===== src/rtl/scfp_pkg.sv =====
`timescale 1ns / 1ps
// ----------------------------------------------------------------------------
// scfp_pkg: shared types and constants of the sync/checksum frame parser.
// Holds the window geometry, the sync byte reset value and the frame record
// that passes from the window logic to the result register.
// ----------------------------------------------------------------------------
package scfp_pkg;

  // A frame is eleven bytes. The checksum covers the first ten.
  localparam int unsigned FrameLen = 11;
  localparam int unsigned SumLen   = 10;

  // Only ten bytes are ever held. The eleventh is the incoming byte itself.
  localparam int unsigned WinDepth = FrameLen - 1;
  localparam int unsigned CntW     = $clog2(WinDepth + 1);

  localparam logic [7:0] SyncReset = 8'h55;

  typedef logic [7:0]      byte_t;
  typedef logic [15:0]     word_t;
  typedef logic [CntW-1:0] count_t;

  // Decoded frame, together with the flag that says it passed both checks.
  typedef struct packed {
    logic  hit;
    byte_t frame_type;
    word_t word_zero;
    word_t word_one;
    word_t word_two;
    word_t word_three;
  } frame_t;

endpackage


===== src/rtl/scfp_window.sv =====
`timescale 1ns / 1ps
// ----------------------------------------------------------------------------
// scfp_window: byte window, sync test and checksum test.
// Keeps up to ten received bytes. When ten are held, the incoming byte is
// the checksum of a candidate frame; the frame is reported combinationally
// and the window either empties (hit) or slides by one (miss).
// ----------------------------------------------------------------------------
module scfp_window (
  input  logic                clk_i,
  input  logic                rst_ni,
  input  logic                step_i,
  input  scfp_pkg::byte_t     byte_i,
  input  scfp_pkg::byte_t     sync_i,
  output scfp_pkg::frame_t    frame_o
);

  scfp_pkg::byte_t  win_q [scfp_pkg::WinDepth];
  scfp_pkg::count_t count_q;
  scfp_pkg::count_t count_d;
  logic             full;
  scfp_pkg::byte_t  sum;

  assign full = (count_q == scfp_pkg::count_t'(scfp_pkg::WinDepth));

  // Modulo-256 sum of the ten held bytes as a balanced adder tree.
  always_comb begin
    sum = ((win_q[0] + win_q[1]) + (win_q[2] + win_q[3]))
        + ((win_q[4] + win_q[5]) + (win_q[6] + win_q[7]))
        + (win_q[8] + win_q[9]);
  end

  // Frame fields come straight from the held bytes, words little-endian.
  always_comb begin
    frame_o.hit        = full && (win_q[0] == sync_i) && (sum == byte_i);
    frame_o.frame_type = win_q[1];
    frame_o.word_zero  = {win_q[3], win_q[2]};
    frame_o.word_one   = {win_q[5], win_q[4]};
    frame_o.word_two   = {win_q[7], win_q[6]};
    frame_o.word_three = {win_q[9], win_q[8]};
  end

  // Fill count: grows until full, clears on a frame, holds on a slide.
  always_comb begin
    count_d = count_q;
    if (step_i) begin
      if (!full) begin
        count_d = count_q + scfp_pkg::count_t'(1);
      end else if (frame_o.hit) begin
        count_d = '0;
      end
    end
  end

  always_ff @(posedge clk_i or negedge rst_ni) begin
    if (!rst_ni) begin
      count_q <= '0;
    end else begin
      count_q <= count_d;
    end
  end

  // Window bytes: append at the fill point, or shift down on a miss.
  always_ff @(posedge clk_i) begin
    if (step_i) begin
      if (!full) begin
        win_q[count_q] <= byte_i;
      end else if (!frame_o.hit) begin
        for (int i = 0; i < scfp_pkg::WinDepth - 1; i++) begin
          win_q[i] <= win_q[i+1];
        end
        win_q[scfp_pkg::WinDepth-1] <= byte_i;
      end
    end
  end

  // The count never passes the window depth.
  a_count_bound : assert property (@(posedge clk_i) disable iff (!rst_ni)
    count_q <= scfp_pkg::count_t'(scfp_pkg::WinDepth))
    else $error("fill count beyond window depth");

  // An accepted frame leaves an empty window.
  a_hit_clears : assert property (@(posedge clk_i) disable iff (!rst_ni)
    step_i && frame_o.hit |=> count_q == '0)
    else $error("window not emptied after frame");

  // A byte taken while not full raises the count by one.
  a_fill_step : assert property (@(posedge clk_i) disable iff (!rst_ni)
    step_i && !full |=> count_q == $past(count_q) + scfp_pkg::count_t'(1))
    else $error("fill count did not advance");

  // A miss on a full window keeps it full.
  a_slide_full : assert property (@(posedge clk_i) disable iff (!rst_ni)
    step_i && full && !frame_o.hit |=> full)
    else $error("window not full after slide");

endmodule


===== src/rtl/sync_checksum_frame_parser_core.sv =====
`timescale 1ns / 1ps
// ----------------------------------------------------------------------------
// sync_checksum_frame_parser_core: sync/checksum frame parser, top level.
// Takes one link byte per request and returns a decoded frame whenever an
// eleven-byte window opens with the sync byte and carries a valid checksum.
//
//   Channel  Direction  Handshake              Payload
//   cfg      in         cfg_valid_i/cfg_ready_o  cfg_data_i (sync byte)
//   in       in         in_valid_i/in_stall_o    rx_byte_i
//   out      out        out_valid_o/out_stall_i  frame_type_o, word_*_o
//
// One byte is accepted per cycle while no frame is held stalled in the
// result register. A byte lands in the input register, then the window and
// checksum logic reports any frame into the result register. The input
// register stalls only while a frame sits stalled in the result register.
// Reset empties the window and sets the sync byte to 0x55.
// ----------------------------------------------------------------------------
module sync_checksum_frame_parser_core (
  input  logic        clk_i,
  input  logic        rst_ni,
  input  logic        cfg_valid_i,
  output logic        cfg_ready_o,
  input  logic [7:0]  cfg_data_i,
  input  logic        in_valid_i,
  output logic        in_stall_o,
  input  logic [7:0]  rx_byte_i,
  output logic        out_valid_o,
  input  logic        out_stall_i,
  output logic [7:0]  frame_type_o,
  output logic [15:0] word_zero_o,
  output logic [15:0] word_one_o,
  output logic [15:0] word_two_o,
  output logic [15:0] word_three_o
);

  scfp_pkg::byte_t  sync_q;
  logic             in_vld_q;
  scfp_pkg::byte_t  in_byte_q;
  logic             out_vld_q;
  scfp_pkg::frame_t out_q;
  scfp_pkg::frame_t frame;
  logic             adv;
  logic             step;
  logic             in_take;

  // Sync byte register; writes are always taken.
  assign cfg_ready_o = 1'b1;

  always_ff @(posedge clk_i or negedge rst_ni) begin
    if (!rst_ni) begin
      sync_q <= scfp_pkg::SyncReset;
    end else if (cfg_valid_i) begin
      sync_q <= cfg_data_i;
    end
  end

  // The pipeline moves when the result register is free or being drained.
  assign adv        = !out_vld_q || !out_stall_i;
  assign step       = in_vld_q && adv;
  assign in_stall_o = in_vld_q && !adv;
  assign in_take    = in_valid_i && !in_stall_o;

  // Input register.
  always_ff @(posedge clk_i or negedge rst_ni) begin
    if (!rst_ni) begin
      in_vld_q <= 1'b0;
    end else if (adv || !in_vld_q) begin
      in_vld_q <= in_take;
    end
  end

  always_ff @(posedge clk_i) begin
    if (in_take) begin
      in_byte_q <= rx_byte_i;
    end
  end

  scfp_window u_window (
    .clk_i   (clk_i),
    .rst_ni  (rst_ni),
    .step_i  (step),
    .byte_i  (in_byte_q),
    .sync_i  (sync_q),
    .frame_o (frame)
  );

  // Result register.
  always_ff @(posedge clk_i or negedge rst_ni) begin
    if (!rst_ni) begin
      out_vld_q <= 1'b0;
    end else if (adv) begin
      out_vld_q <= step && frame.hit;
    end
  end

  always_ff @(posedge clk_i) begin
    if (step && frame.hit) begin
      out_q <= frame;
    end
  end

  assign out_valid_o  = out_vld_q;
  assign frame_type_o = out_q.frame_type;
  assign word_zero_o  = out_q.word_zero;
  assign word_one_o   = out_q.word_one;
  assign word_two_o   = out_q.word_two;
  assign word_three_o = out_q.word_three;

  // A new frame appears only from a hit on a processed byte.
  a_out_source : assert property (@(posedge clk_i) disable iff (!rst_ni)
    $rose(out_valid_o) |-> $past(step && frame.hit))
    else $error("frame without a checked window");

  // A stalled frame stays put and blocks the window.
  a_out_hold : assert property (@(posedge clk_i) disable iff (!rst_ni)
    out_vld_q && out_stall_i |-> !step)
    else $error("window advanced over a stalled frame");

  // A held input byte is never dropped while stalled.
  a_in_hold : assert property (@(posedge clk_i) disable iff (!rst_ni)
    in_vld_q && !adv |=> in_vld_q && $stable(in_byte_q))
    else $error("input register lost a stalled byte");

endmodule


===== config.mk =====
export PLATFORM = sky130hd
export DESIGN_NAME = sync_checksum_frame_parser_core
export DESIGN_NICKNAME = d
export VERILOG_FILES = /design/src/rtl/scfp_pkg.sv /design/src/rtl/scfp_window.sv /design/src/rtl/sync_checksum_frame_parser_core.sv
export SDC_FILE = /design/constraint.sdc
export NUM_CORES = 1
export LEC_CHECK = 0
export BUFFER_PORTS_ARGS = -buffer_cell sky130_fd_sc_hd__buf_2
export CORE_MARGIN = 1
export CORE_UTILIZATION = 50
export CTS_BUF_LIST = sky130_fd_sc_hd__clkbuf_4 sky130_fd_sc_hd__clkbuf_8 sky130_fd_sc_hd__clkbuf_16
export DETAILED_ROUTE_END_ITERATION = 8
export PLACE_DENSITY = 0.7
export SETUP_SLACK_MARGIN = 0.05
export SLEW_MARGIN = 20
export SYNTH_ARGS = -nofsm -noshare
export SYNTH_HDL_FRONTEND = slang
export SYNTH_SLANG_ARGS = --single-unit

===== constraint.sdc =====
create_clock -name clk_i -period 11.2 [get_ports clk_i]
set_input_delay 0.56 -clock clk_i [delete_from_list [all_inputs] [get_ports clk_i]]
set_output_delay 0.56 -clock clk_i [all_outputs]
set_load 0.1 [all_outputs]

---- Word-level counts from Yosys, hierarchy flattened ----
Memories as Yosys holds them, arrays and structs flattened.
Cells that the tools add are included.
word-level totals
  register bits ........................... 94
  input bits .............................. 21
  memory bits (writable) .................. 80
  output and inout bits ................... 75
  latch bits .............................. 0
  memories kept ........................... 1
  ROM bits ................................ 0
  word-level logic and storage cells ...... 52
memories
  memory          words  width  read ports  clocked after Yosys merged registers in  wr ports  RTL line           text
  u_window.win_q  10     8      10          0                                        10        scfp_window.sv:17  scfp_pkg::byte_t win_q [scfp_pkg::WinDepth];
operators by class
  order comparisons ....................... 0
  reduce and logical (&&, ||, !) cells .... 15
  bitwise logic cells ..................... 0
  $mul .................................... 0
  muxes and demuxes ....................... 12
  divide/modulo/power cells ............... 0
  eq/ne operators ......................... 4
  shifts and indexed selects .............. 0
  add/subtract/negate cells ............... 10
operators by type and width
  operator                                                        number
  8-bit adder                                                     9
  8-bit equality test                                             2
  4-bit 2-to-1 mux                                                3
  1-bit 2-to-1 mux                                                8
  8-bit 2-to-1 mux                                                1
  8-bit OR reduction                                              1
  1-bit logical AND                                               6
  1-bit zero test                                                 5
  4-bit by 1-bit adder with 4-bit output (second input constant)  1
  4-bit equality test (second input constant)                     1
  1-bit logical OR                                                2
  2-bit inequality test (second input constant)                   1
  2-bit AND reduction                                             1

---- Logic depth before layout (Yosys ltp) ----
Gate-level depths: netlist of the first run.
An unclocked memory read counts as a cell.
  depth after elaboration ................. 13
  mapped depth ............................ 21
  gate-level depth less buffers ........... 19

---- Cells and area by module ----
From an unflattened synthesis of the first run, not the netlist that was laid out.
unflattened totals
  cells, all modules ...................... 501
  area, all modules ....................... 8705.8 µm²
by module, submodules not included
  module                           area each (µm²)  seq. area each (µm²)  cells an instance  times used
  scfp_window                      5861.9           2502.4                391                1
  sync_checksum_frame_parser_core  2844.0           2657.5                110                1

---- Worst setup path after synthesis of the first run ----
No wires, ideal clock.
  path kind ............................... register to register
  start ................................... memory u_window.win_q[9][2] in the netlist's numbering
  end ..................................... register, netlist name frame_type_o[0]
  cell stages (with the launch flop) ...... 17
  period minus slack after synthesis ...... 8.195 ns
  path buffers ............................ 0
  arrival time ............................ 7.693 ns
  setup time .............................. 0.502 ns
  setup slack ............................. 3.005 ns
  data required time ...................... 10.698 ns
  cells stage by stage .................... edfxtp_1 > fa_1 > inv_1 > fa_1 > fa_1 > fa_1 > inv_1 > fa_1 > inv_1 > fa_1 > xnor2_1 > nor4_1 > nand2_1 > nor4_1 > nand3b_1 > or2_2 > nor2_1
RTL lines
  item             RTL line
  start, declared  scfp_window.sv:17

==> flow_metrics.tcl, run 1 <==
set metrics [dict create \
    cts.path.max_buffers 2 \
    crit_top_cell "fa_1" \
    io_pins 96 \
    synth_top_cell_by_area "edfxtp_1" \
    clk_latency_ns 0.43 \
    cts_tree "built" \
    hold_viol 0 \
    synth_async_sr_flop_share_pct 8.05 \
    cp_max_fo 44 \
    placement.io_buffers 94 \
    tns_ns 0 \
    dp.cells 787 \
    grt_overflow_total 0 \
    drcViolationCount 0 \
    grt_max_degree 45 \
    post_drt_wl_per_cell_microns 20.0 \
    vias 4229 \
    grt_setup_unrepaired "no" \
    endpoint_kind "register" \
    grt_usage_pct 20.6 \
    antennaDiodeCount 0 \
    r2r-end "word_zero_o[5]" \
    cts.reportedPaths.clkPinSlew_ns 0.07 \
    cts_resized 0 \
    slew-limit-headroom_pct 27.1 \
    first_global_vias 4585 \
    synthTopCellsByCount "160 x edfxtp_1, 60 x mux2_4, 53 x inv_1" \
    core_sq_um 16500 \
    fin_skew_ns 0.00891 \
    startpoint_type "register" \
    critical_path_arrival_ns 6.77 \
    synth_most_common_cell "edfxtp_1" \
    status "finished, final reports clean" \
    required_ns 11.26 \
    synthCells 483 \
    final.setup.worst_slack_ns 4.49 \
    cts_setup_buffers 0 \
    grt_pass1_wl_microns 26000 \
    syn_area_sq_um 8450 \
    htree_levels 4 \
    tightest_slew_ns 1.09 \
    ys_warn_count 0 \
    syn_avg_cell_area_sq_um 17.5 \
    synth_edf_count 160 \
    rows 47 \
    r2r_slack_ns 4.49 \
    vias_per_cell 5.16 \
    cts.sinks 174 \
    dp_hpwl_microns 11500 \
    netlist.area_leader.share_pct 56.9 \
    yosysUniqueCellTypes 41 \
    reg2reg_depth 17 \
    antenna_found_initial 0 \
    period_minus_slack_ns 6.71 \
    initial_core_util_pct 51.1 \
    crit_family "adder cells" \
    cts_hold_buffers 0 \
    fin_area_sq_um 9770 \
    die_height_microns 132 \
    yosysSeqAreaShare_pct 61.1 \
    worst-path-buf-inv 4 \
    fill_cells 1243 \
    pre_cts_ws_ns 4.46 \
    drive_gt1_share_pct 37.9 \
    die_w_microns 132 \
    wirelength_microns 16400 \
    placed_area_sq_um 9150 \
    firstDrtPassIters 5 \
    syn_nets 565 \
    critical_path_class "register to register" \
    period_share_pct 59.9 \
    cts_buffers 17 \
    maxClockFrequency_ghz 0.149 \
    drtIter0Drc 265 \
    fin_cells 819 \
    cpMaxStageDelayCell "nor2_4" \
    synth_area_leaders "edfxtp_1 57%, fa_1 12%, mux2_4 11%" \
    regToRegStartpoint "u_window.win_q[9][2]" \
    dieArea_sq_um 17400 \
    synth_flop_cell "edfxtp_1" \
    max_cap_viol_count 0 \
    ant_nets 0 \
    syn_to_final_growth_pct 15.7 \
    place.gp.congestion 0.808 \
    setup_viol 0 \
    crit_chain "fa_1 > inv_1 > fa_1 > fa_1 > fa_1 > inv_1 > fa_1 > inv_1 > fa_1 > xnor2_1 > nor4_1 > nand2_1 > nor4_1 > nand3b_1 > or2_2 > nor2_4 > buf_4" \
    max_stage_delay_ns 0.62 \
    nNetsFinal 668 \
    root_buffer "clkbuf_16" \
    ys_ff_latch 174 \
    hp-class "input port to async pin" \
    maxSlewViolCount 0 \
]
-- cell type report --
cell class / instances / area (sq um) / share of cell area [%]
Multi-Input combinational cell: 237 / 2980 / 30.5
Clock buffer: 17 / 425 / 4.35
Clock inverter: 15 / 198 / 2.02
Inverter: 53 / 199 / 2.04
Tap cell: 220 / 275 / 2.82
Sequential cell: 174 / 5160 / 52.8
Timing Repair Buffer: 103 / 538 / 5.51
-- worst max path at each step --
stage | end | start | slack (ns) | cells past startpoint
2_1_floorplan | frame_type_o[0] | u_window.win_q[9][2] | 3.00 | 16
3_3_place_gp | word_zero_o[11] | u_window.win_q[9][2] | 4.59 | 17
3_5_place_dp | word_two_o[11] | u_window.win_q[6][2] | 4.46 | 17
4_1_cts | word_two_o[3] | u_window.win_q[9][2] | 4.39 | 17
5_1_grt | word_zero_o[12] | u_window.win_q[9][2] | 3.99 | 17
6_report | word_zero_o[5] | u_window.win_q[9][2] | 4.49 | 17
-- registers in the layout, indices dropped and copies added, names as in the netlist --
register	count
u_window.win_q	80
word_one_o	16
word_three_o	16
word_two_o	16
word_zero_o	16
frame_type_o	8
in_byte_q	8
sync_q	8
u_window.count_q	4
in_vld_q	1
out_valid_o	1
-- layout by cell type (no fill, tap or decap), types with 5 or more instances in the layout --
cell	count
fa_1	50
mux2_2	18
buf_2	94
ha_1	11
inv_1	53
xor2_1	12
xnor2_1	22
a21oi_1	7
dfrtp_1	10
clkbuf_16	17
nand2_1	9
inv_6	5
edfxtp_1	160
buf_4	9
mux2_4	60
-- per-layer routing --
metal	share of wire, %	track usage (%)	vias to the layer above	routed length (microns)
met3	5.8	4.77	28	955
met5	0	0	-	0
met2	51	34.5	153	8340
li1	-	-	1905	-
met1	41	25.8	2143	6730
met4	2.4	8.98	0	391
-- worst register-to-register path, delay by kind of cell (launching register included) --
family	cells	cell delay [ns]
flip-flops	1	0.44
buffers and inverters	4	0.79
adder cells (fa/ha/maj)	6	3.05
AND/OR/NAND/NOR	6	1.88
XOR/XNOR	1	0.15
-- metrics by stage --
| step | util [%] | hold slack, ns |
|---|---|---|
| after floorplan | - | 0.264 |
| after global routing | 59.1 | 0.0162 |
| final | 59.1 | 0.0178 |
| after global placement | 55.4 | 0.455 |
| after detailed placement | 55.4 | 0.466 |
| after CTS | 59.1 | 0.000796 |
-- logic make-up (layout without fill, tap and decap cells) --
| kind of cell | Yosys count | after routing | synth area share [%] |
|---|---|---|---|
| AOI/OAI and AO/OA | 24 | 24 | 1.75 |
| xor gates and xnor gates | 37 | 37 | 4.18 |
| adders and majority gates | 61 | 61 | 13.5 |
| buffers and inverters | 72 | 188 | 4.03 |
| DFF | 174 | 174 | 61.1 |
| muxes | 80 | 80 | 13.3 |
| other | 1 | 1 | 0.0444 |
| and+or+nand+nor | 34 | 34 | 2.12 |
Power of run 1 is not shown: default switching activity piles up to over one toggle a cycle in this logic, so the estimate is an artifact.
==> run 2: changes to the inputs <==
PLACE_DENSITY = 0.73   (was 0.7)
clock period = 5.6 ns   (was 11.2 ns; I/O delays follow)
==> run 2 against run 1 <==
Effect of this change:
- register-to-register slack got worse by 4.4 ns
- cell area rose by 4.6%
- global-route usage rose by 0.17 points
- non-clock buffer count rose by 31
- critical endpoint is now u_window.win_q[2][4]
- worst setup slack got worse by 4.4 ns
- largest cell class unchanged
- count of clock-buffer cells in the layout did not move
- worst hold slack got worse by 0.0017 ns
- core utilization rose by 2.7 points
- first-iteration DRC count rose by 15%
- critical path depth did not move
- critical path type unchanged
- via count rose by 4.0%
==> flow_metrics.tcl, run 2 (synthesis gave the netlist of run 1 again) <==
set metrics [dict create \
    grt_max_degree 44 \
    hp-class "input port to register" \
    status "finished, final reports clean" \
    grt_usage_pct 20.8 \
    nNetsFinal 699 \
    drtIter0Drc 304 \
    period_minus_slack_ns 5.47 \
    firstDrtPassIters 6 \
    period_share_pct 97.6 \
    cts_buffers 17 \
    maxClockFrequency_ghz 0.183 \
    place.gp.congestion 0.910 \
    largest-register "u_window.win_q" \
    setup_viol 0 \
    first_global_vias 4629 \
    vias 4397 \
    grt_pass1_wl_microns 26300 \
    cp_max_fo 19 \
    root_buffer "clkbuf_16" \
    htree_levels 4 \
    vias_per_cell 5.17 \
    die_height_microns 132 \
    syn_to_final_growth_pct 21.1 \
    max_cap_viol_count 0 \
    drcViolationCount 0 \
    antennaDiodeCount 0 \
    largest_reg_flops 80 \
    fin_skew_ns 0.00944 \
    wirelength_microns 17400 \
    slew-limit-headroom_pct 51.5 \
    maxSlewViolCount 0 \
    tns_ns 0 \
    tightest_slew_ns 0.727 \
    mostFrequentLayoutCell "edfxtp_1" \
    endpoint_kind "register" \
    grt_overflow_total 0 \
    antenna_found_initial 0 \
    initial_core_util_pct 51.1 \
    drive_gt1_share_pct 42.1 \
    ant_nets 0 \
    critical_path_arrival_ns 5.65 \
    pre_cts_ws_ns 0.0579 \
    final_util_pct 61.9 \
    startpoint_type "register" \
    required_ns 5.79 \
    dp_hpwl_microns 11800 \
    final.setup.worst_slack_ns 0.133 \
    die_w_microns 132 \
    placement.io_buffers 94 \
    rows 47 \
    post_drt_wl_per_cell_microns 20.5 \
    cts.reportedPaths.clkPinSlew_ns 0.07 \
    fill_cells 1190 \
    cts.path.max_buffers 2 \
    critical_path_class "register to register" \
    cts_tree "built" \
    cts.sinks 174 \
    hold_viol 0 \
    core_sq_um 16500 \
    layout_common_cells "160 x edfxtp_1, 95 x buf_2, 62 x mux2_4" \
    grt_setup_unrepaired "yes" \
    clk_latency_ns 0.44 \
    dieArea_sq_um 17400 \
    io_pins 96 \
]
-- run 2: what timing repair did --
item                                   CTS  global route
gates resized for setup                  1            21
setup endpoints to repair                5           221
hold buffers                             1             3
setup buffers                            0             3
pin swaps                                0             4
endpoints found under the hold margin   14             3
gates cloned                             0             6
-- run 2: final timing paths --
| check | from | end | slack (ns) | cells past startpoint |
|---|---|---|---|---|
| min in group asynchronous | rst_ni | sync_q[3] | 0.29 | 2 |
| setup / recovery | u_window.win_q[5][2] | u_window.win_q[2][4] | 0.13 | 17 |
| hold / removal | rx_byte_i[2] | in_byte_q[2] | 0.02 | 1 |
| setup reg to reg | u_window.win_q[5][2] | u_window.win_q[2][4] | 0.13 | 17 |
| max in group asynchronous | rst_ni | sync_q[0] | 5.02 | 2 |
| hold reg to reg | u_window.win_q[8][0] | word_three_o[0] | 0.51 | 0 |
-- run 2: cell type report --
class | instances | area [sq um] | share of cell area [%]
flip-flops and latches | 174 | 5160 | 50.5
clock buffers | 17 | 425 | 4.16
inverters | 53 | 199 | 1.95
clock inverters | 15 | 174 | 1.70
well taps | 220 | 275 | 2.69
repair buffers | 134 | 960 | 9.38
multi-input cells | 237 | 3030 | 29.7
-- run 2: routing by layer --
layer	track usage (%)	up-vias	share of wire [%]
met1	25.6	2267	40
met5	0	-	0
li1	-	1979	-
met4	8.79	0	1.8
met2	35.9	127	54
met3	4.19	24	4.4
-- run 2: stage by stage --
| stage | hold slack (ns) | area [sq um] | instances |
|---|---|---|---|
| final | 0.0161 | 10200 | 850 |
| after global routing | 0.00294 | 10200 | 850 |
| after CTS | 0.00130 | 9960 | 838 |
| after detailed placement | 0.187 | 9350 | 805 |
| after global placement | 0.175 | 9350 | 805 |
| after floorplan | -0.0156 | 8470 | 483 |
-- run 2: critical path, stage by stage (launching register included) --
cell and delay (ns):
edfxtp_1 0.42, fa_1 0.59, inv_2 0.05, fa_1 0.54, fa_1 0.43, fa_1 0.49
inv_1 0.05, fa_1 0.51, inv_1 0.06, fa_2 0.36, xnor2_2 0.14, xnor2_1 0.16
nand4_1 0.12, nor4_2 0.27, nand3b_1 0.20, o21a_4 0.31, buf_12 0.18, mux2_4 0.31
Power of run 2 is left out for the same reason.
==> run 3: changes to the inputs <==
==> constraint.sdc (replaced) <==
create_clock -name clk_i -period 5.6 [get_ports clk_i]
set_input_delay 1.12 -clock clk_i [delete_from_list [all_inputs] [get_ports clk_i]]
set_output_delay 1.12 -clock clk_i [all_outputs]
set_load 0.1 [all_outputs]
==> run 3 against run 2 <==
Effect of this change:
- first-iteration DRC count is 3.6% lower
- non-clock buffer count down 4
- final cell count shrank 0.47%
- via count fell by 0.89%
- core utilization decreased by 0.24 points
- register-to-register slack hardly changed
- critical path type unchanged
- largest cell class unchanged
==> flow_metrics.tcl, run 3 (synthesis gave the netlist of run 1 again) <==
set metrics [dict create \
    tns_ns 0 \
    cts_buffers 17 \
    status "finished, final reports clean" \
    antenna_found_initial 0 \
    hold_end "word_one_o[7]" \
    mostFrequentLayoutCell "edfxtp_1" \
    ant_nets 0 \
    fin_skew_ns 0.00973 \
    place.gp.congestion 0.910 \
    nNetsFinal 695 \
    vias_per_cell 5.15 \
    maxClockFrequency_ghz 0.183 \
    die_height_microns 132 \
    cp_max_fo 19 \
    layout_common_cells "160 x edfxtp_1, 95 x buf_2, 62 x mux2_4" \
    max_cap_viol_count 0 \
    placement.io_buffers 94 \
    pre_cts_ws_ns 0.0579 \
    fill_cells 1196 \
    wirelength_microns 17300 \
    drcViolationCount 0 \
    placed_area_sq_um 9350 \
    root_buffer "clkbuf_16" \
    largest-register "u_window.win_q" \
    startpoint_type "register" \
    vias 4358 \
    multi_input_area_sq_um 3030 \
    dp_hpwl_microns 11800 \
    hp-start "u_window.win_q[4][7]" \
    critical_path_arrival_ns 5.65 \
    endpoint_kind "register" \
    setup_viol 0 \
    grt_usage_pct 20.8 \
    post_drt_wl_per_cell_microns 20.4 \
    clk_latency_ns 0.44 \
    cts.sinks 174 \
    die_w_microns 132 \
    cts.reportedPaths.clkPinSlew_ns 0.07 \
    crit_top_cell "fa_1" \
    register_area_sq_um 5160 \
    tightest_slew_ns 0.713 \
    max_stage_delay_ns 0.58 \
    firstDrtPassIters 6 \
    syn_to_final_growth_pct 20.6 \
    period_share_pct 97.6 \
    critical_path_class "register to register" \
    final.setup.worst_slack_ns 0.136 \
    maxSlewViolCount 0 \
    dieArea_sq_um 17400 \
    cpMaxStageDelayCell "fa_1" \
    cts_tree "built" \
    htree_levels 4 \
    core_sq_um 16500 \
    first_global_vias 4620 \
    grt_overflow_total 0 \
    drtIter0Drc 293 \
    initial_core_util_pct 51.1 \
    hp-class "register to register" \
    reg2reg_depth 17 \
    grt_max_degree 44 \
    drive_gt1_share_pct 42.3 \
    antennaDiodeCount 0 \
    required_ns 5.79 \
    fin_area_sq_um 10200 \
    grt_pass1_wl_microns 26200 \
    crit_chain "fa_1 > inv_2 > fa_1 > fa_1 > fa_1 > inv_1 > fa_1 > inv_1 > fa_2 > xnor2_2 > xnor2_1 > nand4_1 > nor4_2 > nand3b_1 > o21a_4 > buf_12 > mux2_4" \
    grt_setup_unrepaired "yes" \
    largest_reg_flops 80 \
    r2r-end "u_window.win_q[2][4]" \
    slew-limit-headroom_pct 52.5 \
    hold_viol 0 \
    cts.path.max_buffers 2 \
    rows 47 \
    period_minus_slack_ns 5.46 \
    final_util_pct 61.6 \
    worstHoldPathCells 0 \
    io_pins 96 \
    worst-path-buf-inv 4 \
    crit_family "adder cells" \
    r2r_slack_ns 0.14 \
    regToRegStartpoint "u_window.win_q[5][2]" \
]
-- run 3: cell types whose count changed in the layout (fill, tap and decap cells not counted), sizes merged --
cell         change
dlygate4sd3      -4
-- run 3: area by class of cell --
cell class | count | share of cell area [%]
well taps | 220 | 2.70
clock buffers | 17 | 4.18
clock inverters | 15 | 1.71
multi-input cells | 237 | 29.8
inverters | 53 | 1.95
repair buffers | 130 | 9.03
flip-flops and latches | 174 | 50.7
-- run 3: through the flow --
stage | instances | hold WS, ns
2_1_floorplan | 483 | 0.421
3_3_place_gp | 805 | 0.479
3_5_place_dp | 805 | 0.481
4_1_cts | 837 | 0.497
5_1_grt | 846 | 0.525
6_report | 846 | 0.511
-- run 3: worst register-to-register path: stages (launching register included) --
cell	delay, ns
edfxtp_1	0.42
fa_1	0.58
inv_2	0.05
fa_1	0.54
fa_1	0.43
fa_1	0.49
inv_1	0.05
fa_1	0.51
inv_1	0.06
fa_2	0.36
xnor2_2	0.15
xnor2_1	0.16
nand4_1	0.12
nor4_2	0.27
nand3b_1	0.21
o21a_4	0.31
buf_12	0.18
mux2_4	0.32
-- run 3: routing by layer --
metal | global-route usage, % | up-vias | wire length (microns)
li1 | - | 1969 | -
met1 | 25.5 | 2233 | 6880
met2 | 35.8 | 137 | 9270
met3 | 4.19 | 19 | 879
met4 | 8.79 | 0 | 255
met5 | 0 | - | 0
-- run 3: worst max path at each step --
stage / startpoint / to / slack (ns) / cells past startpoint
detailed placement: u_window.win_q[5][2] / u_window.win_q[0][7] / 0.06 / 18
finish: u_window.win_q[5][2] / u_window.win_q[2][4] / 0.14 / 17
global route: u_window.win_q[5][2] / u_window.win_q[2][2] / -0.06 / 17
CTS: u_window.win_q[5][2] / word_three_o[4] / 0.05 / 17
global placement: u_window.win_q[5][2] / u_window.win_q[0][7] / 0.12 / 18
floorplan: u_window.win_q[5][2] / frame_type_o[0] / -0.33 / 16
-- run 3: timing repair --
item / in CTS / in global routing
hold buffers: 0 / 0
gates cloned: 0 / 6
pin swaps: 0 / 4
buffers inserted: 0 / 3
gates resized for setup: 1 / 21
hold endpoints to repair: 0 / 0
endpoints found under the setup margin: 5 / 221
Power of run 3 is left out for the same reason.
